### config.mk
export PLATFORM = sky130hd
export DESIGN_NAME = jsdm_div
export DESIGN_NICKNAME = d
export VERILOG_FILES = /design/src/rtl/jsdm_pkg.sv /design/src/rtl/jsdm_div.sv
export SDC_FILE = /design/constraint.sdc
export NUM_CORES = 1
export LEC_CHECK = 0
export BUFFER_PORTS_ARGS = -buffer_cell sky130_fd_sc_hd__buf_2
export CORE_MARGIN = 2
export CORE_UTILIZATION = 40
export CTS_CLUSTER_DIAMETER = 200
export DETAILED_ROUTE_END_ITERATION = 7
export MAX_ROUTING_LAYER = met4
export PLACE_DENSITY = 0.65
export SYNTH_ARGS = -nofsm -noshare
export SYNTH_HDL_FRONTEND = slang
export SYNTH_SLANG_ARGS = --single-unit
export TNS_END_PERCENT = 1
### constraint.sdc
create_clock -name clk_i -period 2.5 [get_ports clk_i]
set_clock_uncertainty 0.05 [all_clocks]
set_input_delay 0.375 -clock clk_i [delete_from_list [all_inputs] [get_ports clk_i]]
set_output_delay 0.375 -clock clk_i [all_outputs]
set_load 0.02 [all_outputs]
### src/rtl/jsdm_pkg.sv
// Shared constants, types and helpers for the joystick slew and drive mix block.
package jsdm_pkg;

  localparam int FRAC_BITS = 8;
  localparam int LIM       = 100 << FRAC_BITS;  // full throw
  localparam int SCALE     = 500 << FRAC_BITS;  // wheel value scaling

  localparam int MW      = 27;      // multiplier operand width
  localparam int PW      = 2 * MW;  // product width
  localparam int NUM_W   = 32;      // divider dividend width
  localparam int DEN_W   = 26;      // divider divisor width
  localparam int SQ_W    = 34;      // sum of squares width
  localparam int ROOT_W  = SQ_W / 2;

  // floor(n / 100) == (n * RECIP100) >> RECIP_SH for n up to 10000
  localparam int RECIP100 = 5243;
  localparam int RECIP_SH = 19;

  typedef enum logic [2:0] {
    CFG_SPEED, CFG_ACT, CFG_PH_ACC, CFG_PH_DEC, CFG_ST_ACC, CFG_ST_DEC
  } cfg_idx_e;

  typedef enum logic [2:0] {
    ST_IDLE, ST_MUL, ST_ACC, ST_SQRT, ST_DIV, ST_LN, ST_OUT
  } state_e;

  typedef enum logic [3:0] {
    OP_SX2, OP_SY2, OP_EX2, OP_EY2, OP_DX2, OP_DY2, OP_MAG2, OP_SLEWX,
    OP_SLEWY, OP_SETACT, OP_FWD, OP_YF, OP_XR, OP_FLIM, OP_LEFT, OP_RIGHT
  } op_e;

  localparam logic [1:0] MODE_PHONE = 2'd1;

  function automatic logic [6:0] set_pct(input logic [1:0] s);
    unique case (s)
      2'd0:    set_pct = 7'd40;
      2'd1:    set_pct = 7'd70;
      default: set_pct = 7'd100;
    endcase
  endfunction

endpackage

### src/rtl/jsdm_div.sv
// Restoring divider, one quotient bit per cycle.
module jsdm_div import jsdm_pkg::*; #(
  parameter int NW = NUM_W,
  parameter int DW = DEN_W
) (
  input  logic          clk_i,
  input  logic          rst_ni,
  input  logic          start_i,
  input  logic [NW-1:0] num_i,
  input  logic [DW-1:0] den_i,
  output logic          done_o,
  output logic [NW-1:0] quo_o
);
  localparam int CW = $clog2(NW);

  logic          busy_q, done_q;
  logic [CW-1:0] cnt_q;
  logic [DW-1:0] rem_q, den_q;
  logic [NW-1:0] quo_q;
  logic [DW:0]   sh;
  logic          ge;

  assign sh = {rem_q, quo_q[NW-1]};
  assign ge = sh >= {1'b0, den_q};

  always_ff @(posedge clk_i or negedge rst_ni) begin
    if (!rst_ni) begin
      busy_q <= 1'b0;
      done_q <= 1'b0;
      cnt_q  <= '0;
    end else begin
      done_q <= 1'b0;
      if (start_i) begin
        busy_q <= 1'b1;
        cnt_q  <= CW'(NW - 1);
      end else if (busy_q) begin
        cnt_q <= cnt_q - 1'b1;
        if (cnt_q == '0) begin
          busy_q <= 1'b0;
          done_q <= 1'b1;
        end
      end
    end
  end

  always_ff @(posedge clk_i) begin
    if (start_i) begin
      rem_q <= '0;
      quo_q <= num_i;
      den_q <= den_i;
    end else if (busy_q) begin
      rem_q <= ge ? DW'(sh - {1'b0, den_q}) : DW'(sh);
      quo_q <= {quo_q[NW-2:0], ge};
    end
  end

  assign done_o = done_q;
  assign quo_o  = quo_q;

endmodule

==> metrics.md <==
| Metric | Value |
|---|---|
| Vias per cell | `4.993` |
| Synth Area per Inst | `10.89 sq um` |
| Failing checks | `setup timing` |
| Async S/R FF share, synth | `7.692%` |
| Vias | `4064` |
| Share of cells above drive strength 1 | `41.80%` |
| Clk root buf | `clkbuf_16` |
| PD cells | `878.2 mW/mm^2` |
| Arr. time, crit path | `2920 ps` |
| First-pass iteration count of the detailed router | `6` |
| # clock sinks | `91` |
| Synthesized netlist cell count | `460` |
| TritonCTS Buffers | `9` |
| Core region area | `0.01211 sq mm` |
| Largest net degree at the start of global routing | `44` |
| Most frequent cells in the layout | `buf_2 (92), buf_4 (89), edfxtp_1 (58)` |
| CP startpoint kind | `flop` |
| Setup crit end kind | `flop` |
| Place WS | `-313.8 ps` |
| Worst slew pin tran | `757.1 ps` |
| Unrepaired setup endpoints after global routing | `yes` |
| Post-DP HPWL | `8700 um` |
| Crit Path Category | `flop to flop` |
| Htree depth | `3` |
| # diodes | `0` |
| Drt wl/cell | `14.70 um` |
| First-pass GRT wire length | `19220 um` |
| Antenna Nets Post-Route | `0` |
| Max Slew Vio Count | `0` |
| Max_cap viols | `0` |
| Post-Synthesis Cell Area | `0.005011 sq mm` |
| Final setup fails | `26` |
| Yosys cell types | `56` |
| Initial Utilization | `41.37%` |
| CTS tree | `built` |
| Final hold violations | `0` |
| Die X | `115.9 um` |
| Final min period | `2732 ps` |
| Gr ovfl total | `0` |
| Row Count | `40` |
| Seq/Total Area, Yosys | `48.64%` |
| Pleak | `3.045 nW` |
| Max_slew headroom | `49.34%` |
| Initial antenna violation count | `0` |
| CP required | `2690 ps` |
| Fmax | `366.0 MHz` |
| Warnings from Yosys | `0` |
| Initial DRC Count | `203` |
| Die H | `115.9 um` |
| Synth Flop Type | `edfxtp_1` |
| Worst Setup Slack, final | `-232.1 ps` |
| Nets | `731` |
| Min-Delay Path Class | `primary input to flop` |
| CP Cell Sequence | `ha_4 -> nand2b_4 -> a21oi_4 -> o221a_4 -> o21ai_2 -> a211o_2 -> a21oi_2 -> a21bo_4 -> clkbuf_16 -> buf_4 -> mux2i_1 -> o21ai_0` |
| Filler instances | `1097` |
| Status | `complete, but fails checks` |
| I/O Buffers | `93` |
| Max clock buf depth | `2` |
| Vias in the first global route | `4193` |
| Crit-path slowest cell | `edfxtp_1` |
| CP max stage delay | `430 ps` |
| Clock slew seen by the registers of the worst setup and hold paths | `70 ps` |
| Die area | `0.01344 sq mm` |
| Commonest non-fill, non-tap cell in the layout | `buf_2` |
| Layout Area Growth over Synthesis | `35.61%` |
| Number of enable flip-flop cells after synthesis | `58` |
| Maximum resistive drop on vdd | `0.4213 mV` |
| # placed instances | `789` |
| Final Power | `0.005968 W` |
| Final Cycle Share | `109.3%` |
| GRT Total Usage | `19.00%` |
| GPL Wtd Cong | `0.9436` |
| Drt drc | `0` |
| Worst-path maximum fanout | `5` |
| Syn_nets | `550` |
| Clk_lat worst skew | `350 ps` |
| Final WL | `11960 um` |
| Num ports | `94` |
| Non-filler cells, final | `814` |
| Post-synthesis register bit count | `91` |
final timing paths:
path                                         from                      to  slack [ps]  cells after the start
max                            den_q[0]$_DFFE_PP_   rem_q[2]$_SDFFE_PP0P_        -230                     12
min                                      den_i[2]      den_q[2]$_DFFE_PP_         140                      1
max reg2reg                    den_q[0]$_DFFE_PP_   rem_q[2]$_SDFFE_PP0P_        -230                     12
min reg2reg                rem_q[25]$_SDFFE_PP0P_  rem_q[25]$_SDFFE_PP0P_         440                      2
max in group asynchronous                  rst_ni    cnt_q[0]$_DFFE_PN0P_        1910                      2
min in group asynchronous                  rst_ni        done_o$_DFF_PN0_         330                      2
worst max-delay path, delay by kind of cell (launching register included):
family,cells,cell delay (ps)
AO/OA/AOI/OAI,7,1330
flip-flops,1,430
buffers and inverters,2,280
adder cells (fa/ha/maj),1,190
multiplexers,1,180
AND/OR/NAND/NOR,1,150
sequential cells by signal, indices dropped and copies added (netlist names):
name    count
busy_q      1
cnt_q       5
den_q      26
done_o      1
quo_o      32
rem_q      26
stage by stage:
step	hold slack, ps	instance area [sq um]	setup TNS [ps]	utilization [%]
3_5_place_dp	166.6	6285	-4406	51.89
5_1_grt	130.5	6795	-7359	56.11
6_report	142.3	6795	-4125	56.11
3_3_place_gp	166.6	6285	-2679	51.89
4_1_cts	131.9	6654	-4283	54.94
2_1_floorplan	29.41	5040	-3338	-
what timing repair did:
item                                    4_1_cts  5_1_grt
endpoints found under the hold margin         7        0
gates cloned                                  0        1
endpoints found under the setup margin       26       27
pin swaps                                    12        9
hold buffers                                  1        0
buffers inserted                              3        4
gates resized for setup                      12       18
power breakdown:
part           internal, W  total [W]  switching (W)
combinational      0.00142    0.00269        0.00128
sequential         0.00184    0.00197       0.000132
clock             0.000687    0.00130       0.000614
total              0.00395    0.00597        0.00202
final cells by class:
type,instances,area [sq um],share of cell area (%)
tap,168,210.2,3.093
timing repair buffer,187,1230,18.10
multi-input combinational,312,2489,36.62
clock inverter,6,50.05,0.7365
sequential,91,2437,35.87
inverter,40,150.1,2.210
clock buffer,10,229.0,3.370
cell families after synthesis:
kind of cell,after synthesis,share of synthesized area (%)
fa+ha+maj,29,7.391
xor+xnor,23,4.020
mux,53,11.41
simple gates,111,10.34
buf+inv,57,4.919
compound gates,96,13.28
flops,91,48.64
cells in the mapped netlist (3+ instances only):
master / n / area, sq um
mux2_2: 32 / 360.4
dfrtp_1: 7 / 175.2
a221o_1: 4 / 40.04
a21oi_1: 24 / 120.1
a211oi_1: 21 / 157.7
o21a_1: 3 / 22.52
a21o_1: 8 / 60.06
xor2_1: 6 / 52.55
clkbuf_1: 12 / 45.04
ha_1: 28 / 350.3
o31ai_1: 3 / 22.52
edfxtp_1: 58 / 1742
and3_1: 3 / 18.77
mux2i_1: 20 / 200.2
o21ai_0: 11 / 55.05
nand3_1: 4 / 20.02
dfxtp_1: 26 / 520.5
xnor2_1: 17 / 148.9
nand4_1: 3 / 18.77
o211ai_1: 4 / 30.03
nand2b_1: 11 / 68.82
nor2_1: 47 / 176.4
nand2_1: 23 / 86.33
nor3_1: 8 / 40.04
inv_1: 40 / 150.1
per-layer routing:
metal | routed length, um | track usage, %
met5 | 0 | -
met4 | 175 | 5.952
met3 | 597 | 4.655
met2 | 5919 | 31.50
met1 | 5271 | 22.92
(Power assumes the default switching activity.)
