$ cat src/rtl/jsdm_pkg.sv
// Shared constants, types and helpers for the joystick slew and drive mix block.
package jsdm_pkg;

  localparam int FRAC_BITS = 8;
  localparam int LIM       = 100 << FRAC_BITS;  // full throw
  localparam int SCALE     = 500 << FRAC_BITS;  // wheel value scaling

  localparam int MW      = 27;      // multiplier operand width
  localparam int PW      = 2 * MW;  // product width
  localparam int NUM_W   = 32;      // divider dividend width
  localparam int DEN_W   = 26;      // divider divisor width
  localparam int SQ_W    = 34;      // sum of squares width
  localparam int ROOT_W  = SQ_W / 2;

  // floor(n / 100) == (n * RECIP100) >> RECIP_SH for n up to 10000
  localparam int RECIP100 = 5243;
  localparam int RECIP_SH = 19;

  typedef enum logic [2:0] {
    CFG_SPEED, CFG_ACT, CFG_PH_ACC, CFG_PH_DEC, CFG_ST_ACC, CFG_ST_DEC
  } cfg_idx_e;

  typedef enum logic [2:0] {
    ST_IDLE, ST_MUL, ST_ACC, ST_SQRT, ST_DIV, ST_LN, ST_OUT
  } state_e;

  typedef enum logic [3:0] {
    OP_SX2, OP_SY2, OP_EX2, OP_EY2, OP_DX2, OP_DY2, OP_MAG2, OP_SLEWX,
    OP_SLEWY, OP_SETACT, OP_FWD, OP_YF, OP_XR, OP_FLIM, OP_LEFT, OP_RIGHT
  } op_e;

  localparam logic [1:0] MODE_PHONE = 2'd1;

  function automatic logic [6:0] set_pct(input logic [1:0] s);
    unique case (s)
      2'd0:    set_pct = 7'd40;
      2'd1:    set_pct = 7'd70;
      default: set_pct = 7'd100;
    endcase
  endfunction

endpackage

$ cat src/rtl/jsdm_sqrt.sv
// Integer square root, two radicand bits per cycle.
module jsdm_sqrt import jsdm_pkg::*; #(
  parameter int IW = SQ_W
) (
  input  logic              clk_i,
  input  logic              rst_ni,
  input  logic              start_i,
  input  logic [IW-1:0]     val_i,
  output logic              done_o,
  output logic [IW/2-1:0]   root_o
);
  localparam int RW = IW / 2;
  localparam int CW = $clog2(RW);

  logic          busy_q, done_q;
  logic [CW-1:0] cnt_q;
  logic [IW-1:0] val_q;
  logic [RW-1:0] root_q;
  logic [RW+1:0] rem_q;
  logic [RW+3:0] sh, trial;
  logic          ge;

  assign sh    = {rem_q, val_q[IW-1:IW-2]};
  assign trial = {2'b00, root_q, 2'b01};
  assign ge    = sh >= trial;

  always_ff @(posedge clk_i or negedge rst_ni) begin
    if (!rst_ni) begin
      busy_q <= 1'b0;
      done_q <= 1'b0;
      cnt_q  <= '0;
    end else begin
      done_q <= 1'b0;
      if (start_i) begin
        busy_q <= 1'b1;
        cnt_q  <= CW'(RW - 1);
      end else if (busy_q) begin
        cnt_q <= cnt_q - 1'b1;
        if (cnt_q == '0) begin
          busy_q <= 1'b0;
          done_q <= 1'b1;
        end
      end
    end
  end

  always_ff @(posedge clk_i) begin
    if (start_i) begin
      val_q  <= val_i;
      rem_q  <= '0;
      root_q <= '0;
    end else if (busy_q) begin
      val_q  <= {val_q[IW-3:0], 2'b00};
      rem_q  <= ge ? (RW+2)'(sh - trial) : (RW+2)'(sh);
      root_q <= {root_q[RW-2:0], ge};
    end
  end

  assign done_o = done_q;
  assign root_o = root_q;

endmodule

$ cat config.mk
export PLATFORM = sky130hd
export DESIGN_NAME = jsdm_sqrt
export DESIGN_NICKNAME = d
export VERILOG_FILES = /design/src/rtl/jsdm_pkg.sv /design/src/rtl/jsdm_sqrt.sv
export SDC_FILE = /design/constraint.sdc
export NUM_CORES = 1
export LEC_CHECK = 0
export ABC_AREA = 1
export ABC_CLOCK_PERIOD_IN_PS = 4500
export BUFFER_PORTS_ARGS = -buffer_cell sky130_fd_sc_hd__buf_2
export CORE_MARGIN = 1.5
export CORE_UTILIZATION = 48
export DETAILED_ROUTE_END_ITERATION = 10
export MAX_ROUTING_LAYER = met4
export PLACE_DENSITY = 0.79
export SLEW_MARGIN = 20
export SYNTH_ARGS = -nofsm -noshare
export SYNTH_HDL_FRONTEND = slang
export SYNTH_SLANG_ARGS = --single-unit
export TNS_END_PERCENT = 100
$ cat constraint.sdc
create_clock -name clk_i -period 4.5 [get_ports clk_i]
set_input_delay 0.45 -clock clk_i [delete_from_list [all_inputs] [get_ports clk_i]]
set_output_delay 0.45 -clock clk_i [all_outputs]
set_load 0.02 [all_outputs]
==> flow_summary_export.csv <==
group,metric,value,unit
outcome,run_status,"finished with violations",
outcome,violations_in_the_final_reports,"DRC",
synth,netlist_area_pre_place,0.00442,sq mm
clocking,clkLatencyLatePin,0.37,ns
sta,final.min_clock_period,2.66,ns
pwr,vdd.ir_drop.worst,238,uV
pwr,power,3390,uW
global_route,gr-usage-all-layers,0.236,
final_layout,antennaDiodeCount,0,
sta,final-setup-viol-count,0,
synth,syn-instance-count,617,
sta,final-max-slew-violation-count,0,
detailed_routing,drt_pass1_iterations,7,
clocking,cts.root.buffer_cell,"sky130_fd_sc_hd__clkbuf_8",
synth,synth.distinct_cells,30,
sta,grt_setup_unrepaired,"no",
sta,totalNegativeSetupSlack,0,ns
worst_setup_path,worst_ep_required_time,4.76,ns
global_route,grt_overflow_total,0,
clocking,cts_buffers,9,
floorplan,core-area,0.00881,sq mm
global_route,initial_antenna_violation_count,0,
detailed_routing,detail_route.vias_per_cell,5.09,
floorplan,floorplan.io_pins,55,
floorplan,floorplan.die_area,0.00979,sq mm
detailed_routing,route.final.wire_length,10.4,mm
final_layout,num-nets-final,727,
clocking,ctsLongestPathBuffers,2,
detailed_routing,routed_wire_length_per_instance,13.3,microns
synth,postSynthRegisterBits,77,
sta,relSlewSlack,0.352,
sta,timing.fmax,376,MHz
hold_path,hold_path_class,"in2reg",
floorplan,row_count,34,
detailed_routing,via_count,3977,
detailed_routing,antenna_left,0,
clocking,tritoncts,"built",
clocking,clkSlewWorstSetupHoldPaths,0.09,ns
clocking,ctsHtreeMaxLevel,3,
clocking,ctsHoldBuffers,1,
clocking,cts-resized-gates,0,
detailed_routing,drc,1,
sta,hold_viol,0,
job,max_cap_viol_count,0,
worst_setup_path,worstReg2RegStart,"root_o[12]",
final_layout,filler_cell_count,905,
floorplan,die_w,98.9,microns
floorplan,floorplan.initialDensity,0.502,
place,numPortBuffers,54,
final_layout,multiInputGateArea,0.00210,sq mm
floorplan,die_h,98.9,microns
detailed_routing,starting_drt_drc_count,174,
clocking,post_cts.repair.setup_buffers,0,
worst_setup_path,worstPathArrival,2.92,ns
sta,max_slew.worst_pin.slew,0.969,ns
pwr,cellLeakagePower,0.00265,uW
worst_setup_path,end_kind,"flip-flop",
synth,synthesis.area_per_instance,7.16,sq um
place,routability_congestion_estimate_from_global_placement,0.918,
synth,yosysWarningCount,0,
global_route,global_route_wire_length_before_repair,18.1,mm
global_route,grt_start_max_net_pins,39,
place,dp_hpwl,7.49,mm
pwr,cellPowerDensity,682,mW/mm^2
synth,nets_in_the_synthesized_netlist,675,
final_layout,layout.area.seq,0.00192,sq mm
synth,synth_sequential_area_ratio,0.434,
global_route,via_count_of_the_first_global_routing_pass,4005,
final_layout,fraction_of_layout_cells_with_a_size_suffix_above_1,0.128,
worst_setup_path,timing.setup.critical_path_class,"reg2reg",
sta,timing.clock.skew,0.0139,ns
clocking,clock_sinks,77,
worst_setup_path,setup.worst_path.start_class,"flip-flop",
hold_path,hp-start,"val_i[0]",
worst_setup_path,reg2reg_slack,1.84,ns
sta,period_utilisation_layout,0.592,
worst_setup_path,timing.critical_path.fanout_max,20,
final_layout,area_delta_synth_final,12.5,%
worst_setup_path,worstSetupStartpoint,"root_o[12]",
sta,fin_hold_ws,0.337,ns
layout make-up:
type / count / share of cell area
multi-input cells: 441 / 0.422
flip-flops and latches: 77 / 0.386
repair buffers: 59 / 0.0624
inverters: 81 / 0.0612
well taps: 108 / 0.0272
clock buffers: 9 / 0.0249
clock inverters: 7 / 0.0161
final timing paths:
check / cells past startpoint / to
worst max-delay path: 12 / rem_q[17]
worst min-delay path: 3 / val_q[0]
worst max register to register: 12 / rem_q[17]
worst min register to register: 2 / rem_q[17]
max in group asynchronous: 2 / cnt_q[0]
min in group asynchronous: 2 / done_o
per-layer routing:
| metal | share of wire | track usage | vias to the layer above |
|---|---|---|---|
| met4 | 0.017 | 0.100 | 0 |
| li1 | - | - | 2050 |
| met1 | 0.46 | 0.294 | 1809 |
| met2 | 0.47 | 0.384 | 103 |
| met5 | 0 | - | - |
| met3 | 0.050 | 0.0333 | 15 |
power breakdown:
| group | internal (uW) | switching [uW] |
|---|---|---|
| Clock | 265 | 296 |
| Sequential | 911 | 96.4 |
| Combinational | 625 | 1200 |
| Total | 1800 | 1590 |
metrics by stage:
stage	cells	setup slack [ns]	area, sq um	utilization
after floorplan	617	2.07	4420	-
after global placement	765	1.86	4760	0.540
after detailed placement	765	1.83	4760	0.540
after CTS	782	1.80	4970	0.564
after global routing	782	1.56	4970	0.564
final	782	1.84	4970	0.564
synth_stat cells:
cell	number	share of area
sky130_fd_sc_hd__and2_4	1	0.0020
sky130_fd_sc_hd__inv_2	2	0.0017
sky130_fd_sc_hd__nor2_1	29	0.025
sky130_fd_sc_hd__edfxtp_1	34	0.23
sky130_fd_sc_hd__clkbuf_1	11	0.0093
sky130_fd_sc_hd__buf_2	2	0.0023
sky130_fd_sc_hd__o22ai_1	17	0.024
sky130_fd_sc_hd__clkinv_1	3	0.0025
sky130_fd_sc_hd__dfxtp_1	36	0.16
sky130_fd_sc_hd__nor2_4	1	0.0025
sky130_fd_sc_hd__xnor2_1	1	0.0020
sky130_fd_sc_hd__nand2_2	6	0.0085
sky130_fd_sc_hd__xor2_1	7	0.014
sky130_fd_sc_hd__buf_1	1	0.00085
sky130_fd_sc_hd__o21a_1	1	0.0017
sky130_fd_sc_hd__ha_1	21	0.059
sky130_fd_sc_hd__nand3_1	44	0.050
sky130_fd_sc_hd__o21ai_0	10	0.011
sky130_fd_sc_hd__nand2_1	267	0.23
sky130_fd_sc_hd__nor4_1	2	0.0028
sky130_fd_sc_hd__nor2_2	2	0.0028
sky130_fd_sc_hd__nor3_1	2	0.0023
sky130_fd_sc_hd__nand4_1	3	0.0042
sky130_fd_sc_hd__buf_4	1	0.0017
sky130_fd_sc_hd__inv_1	76	0.065
sky130_fd_sc_hd__a21oi_1	17	0.019
sky130_fd_sc_hd__buf_6	3	0.0076
sky130_fd_sc_hd__dfrtp_1	7	0.040
sky130_fd_sc_hd__o21bai_1	1	0.0017
sky130_fd_sc_hd__nand3b_1	9	0.015
critical path: stages, from the launching register on:
cell and delay [ns]:
sky130_fd_sc_hd__dfxtp_1 0.33, sky130_fd_sc_hd__inv_1 0.06, sky130_fd_sc_hd__ha_1 0.39, sky130_fd_sc_hd__nand2_1 0.09, sky130_fd_sc_hd__nand2_1 0.08, sky130_fd_sc_hd__nand2_1 0.07
sky130_fd_sc_hd__nand2_1 0.08, sky130_fd_sc_hd__a21oi_1 0.15, sky130_fd_sc_hd__nand4_1 0.77, sky130_fd_sc_hd__nand2_2 0.35, sky130_fd_sc_hd__nand2_1 0.07, sky130_fd_sc_hd__nand2_1 0.07
sky130_fd_sc_hd__nand2_1 0.04
logic make-up after synthesis:
kind of cell | share of synthesized area
simple gates | 0.342
buf+inv | 0.0907
flops | 0.434
compound gates | 0.0581
fa+ha+maj | 0.0595
xor+xnor | 0.0159
sequential cells by signal (all words and copies together), names as in the netlist:
name and cells:
val_q 34, rem_q 19, root_o 17, cnt_q 5, busy_q 1, done_o 1
cells in the final DEF, fill, tap and decap left out, types with 2 or more instances in the layout:
cell type                  Yosys  routed
sky130_fd_sc_hd__xor2_1        7       7
sky130_fd_sc_hd__nand3_1      44      44
sky130_fd_sc_hd__inv_2         2       2
sky130_fd_sc_hd__a21oi_1      17      17
sky130_fd_sc_hd__dfrtp_1       7       7
sky130_fd_sc_hd__dfxtp_1      36      36
sky130_fd_sc_hd__nor3_1        2       2
sky130_fd_sc_hd__inv_1        76      75
sky130_fd_sc_hd__nand2_2       6       6
sky130_fd_sc_hd__inv_6         0       3
sky130_fd_sc_hd__nor4_1        2       2
sky130_fd_sc_hd__nand3b_1      9       9
sky130_fd_sc_hd__nor2_1       29      29
sky130_fd_sc_hd__o21ai_0      10      10
sky130_fd_sc_hd__clkbuf_8      0       9
sky130_fd_sc_hd__buf_4         1       4
sky130_fd_sc_hd__ha_1         21      21
sky130_fd_sc_hd__edfxtp_1     34      34
sky130_fd_sc_hd__clkinv_1      3       4
sky130_fd_sc_hd__nor2_2        2       2
sky130_fd_sc_hd__nand2_1     267     267
sky130_fd_sc_hd__buf_2         2      54
sky130_fd_sc_hd__nand4_1       3       3
sky130_fd_sc_hd__o22ai_1      17      17
No activity file was read; power rests on OpenSTA's default activity.
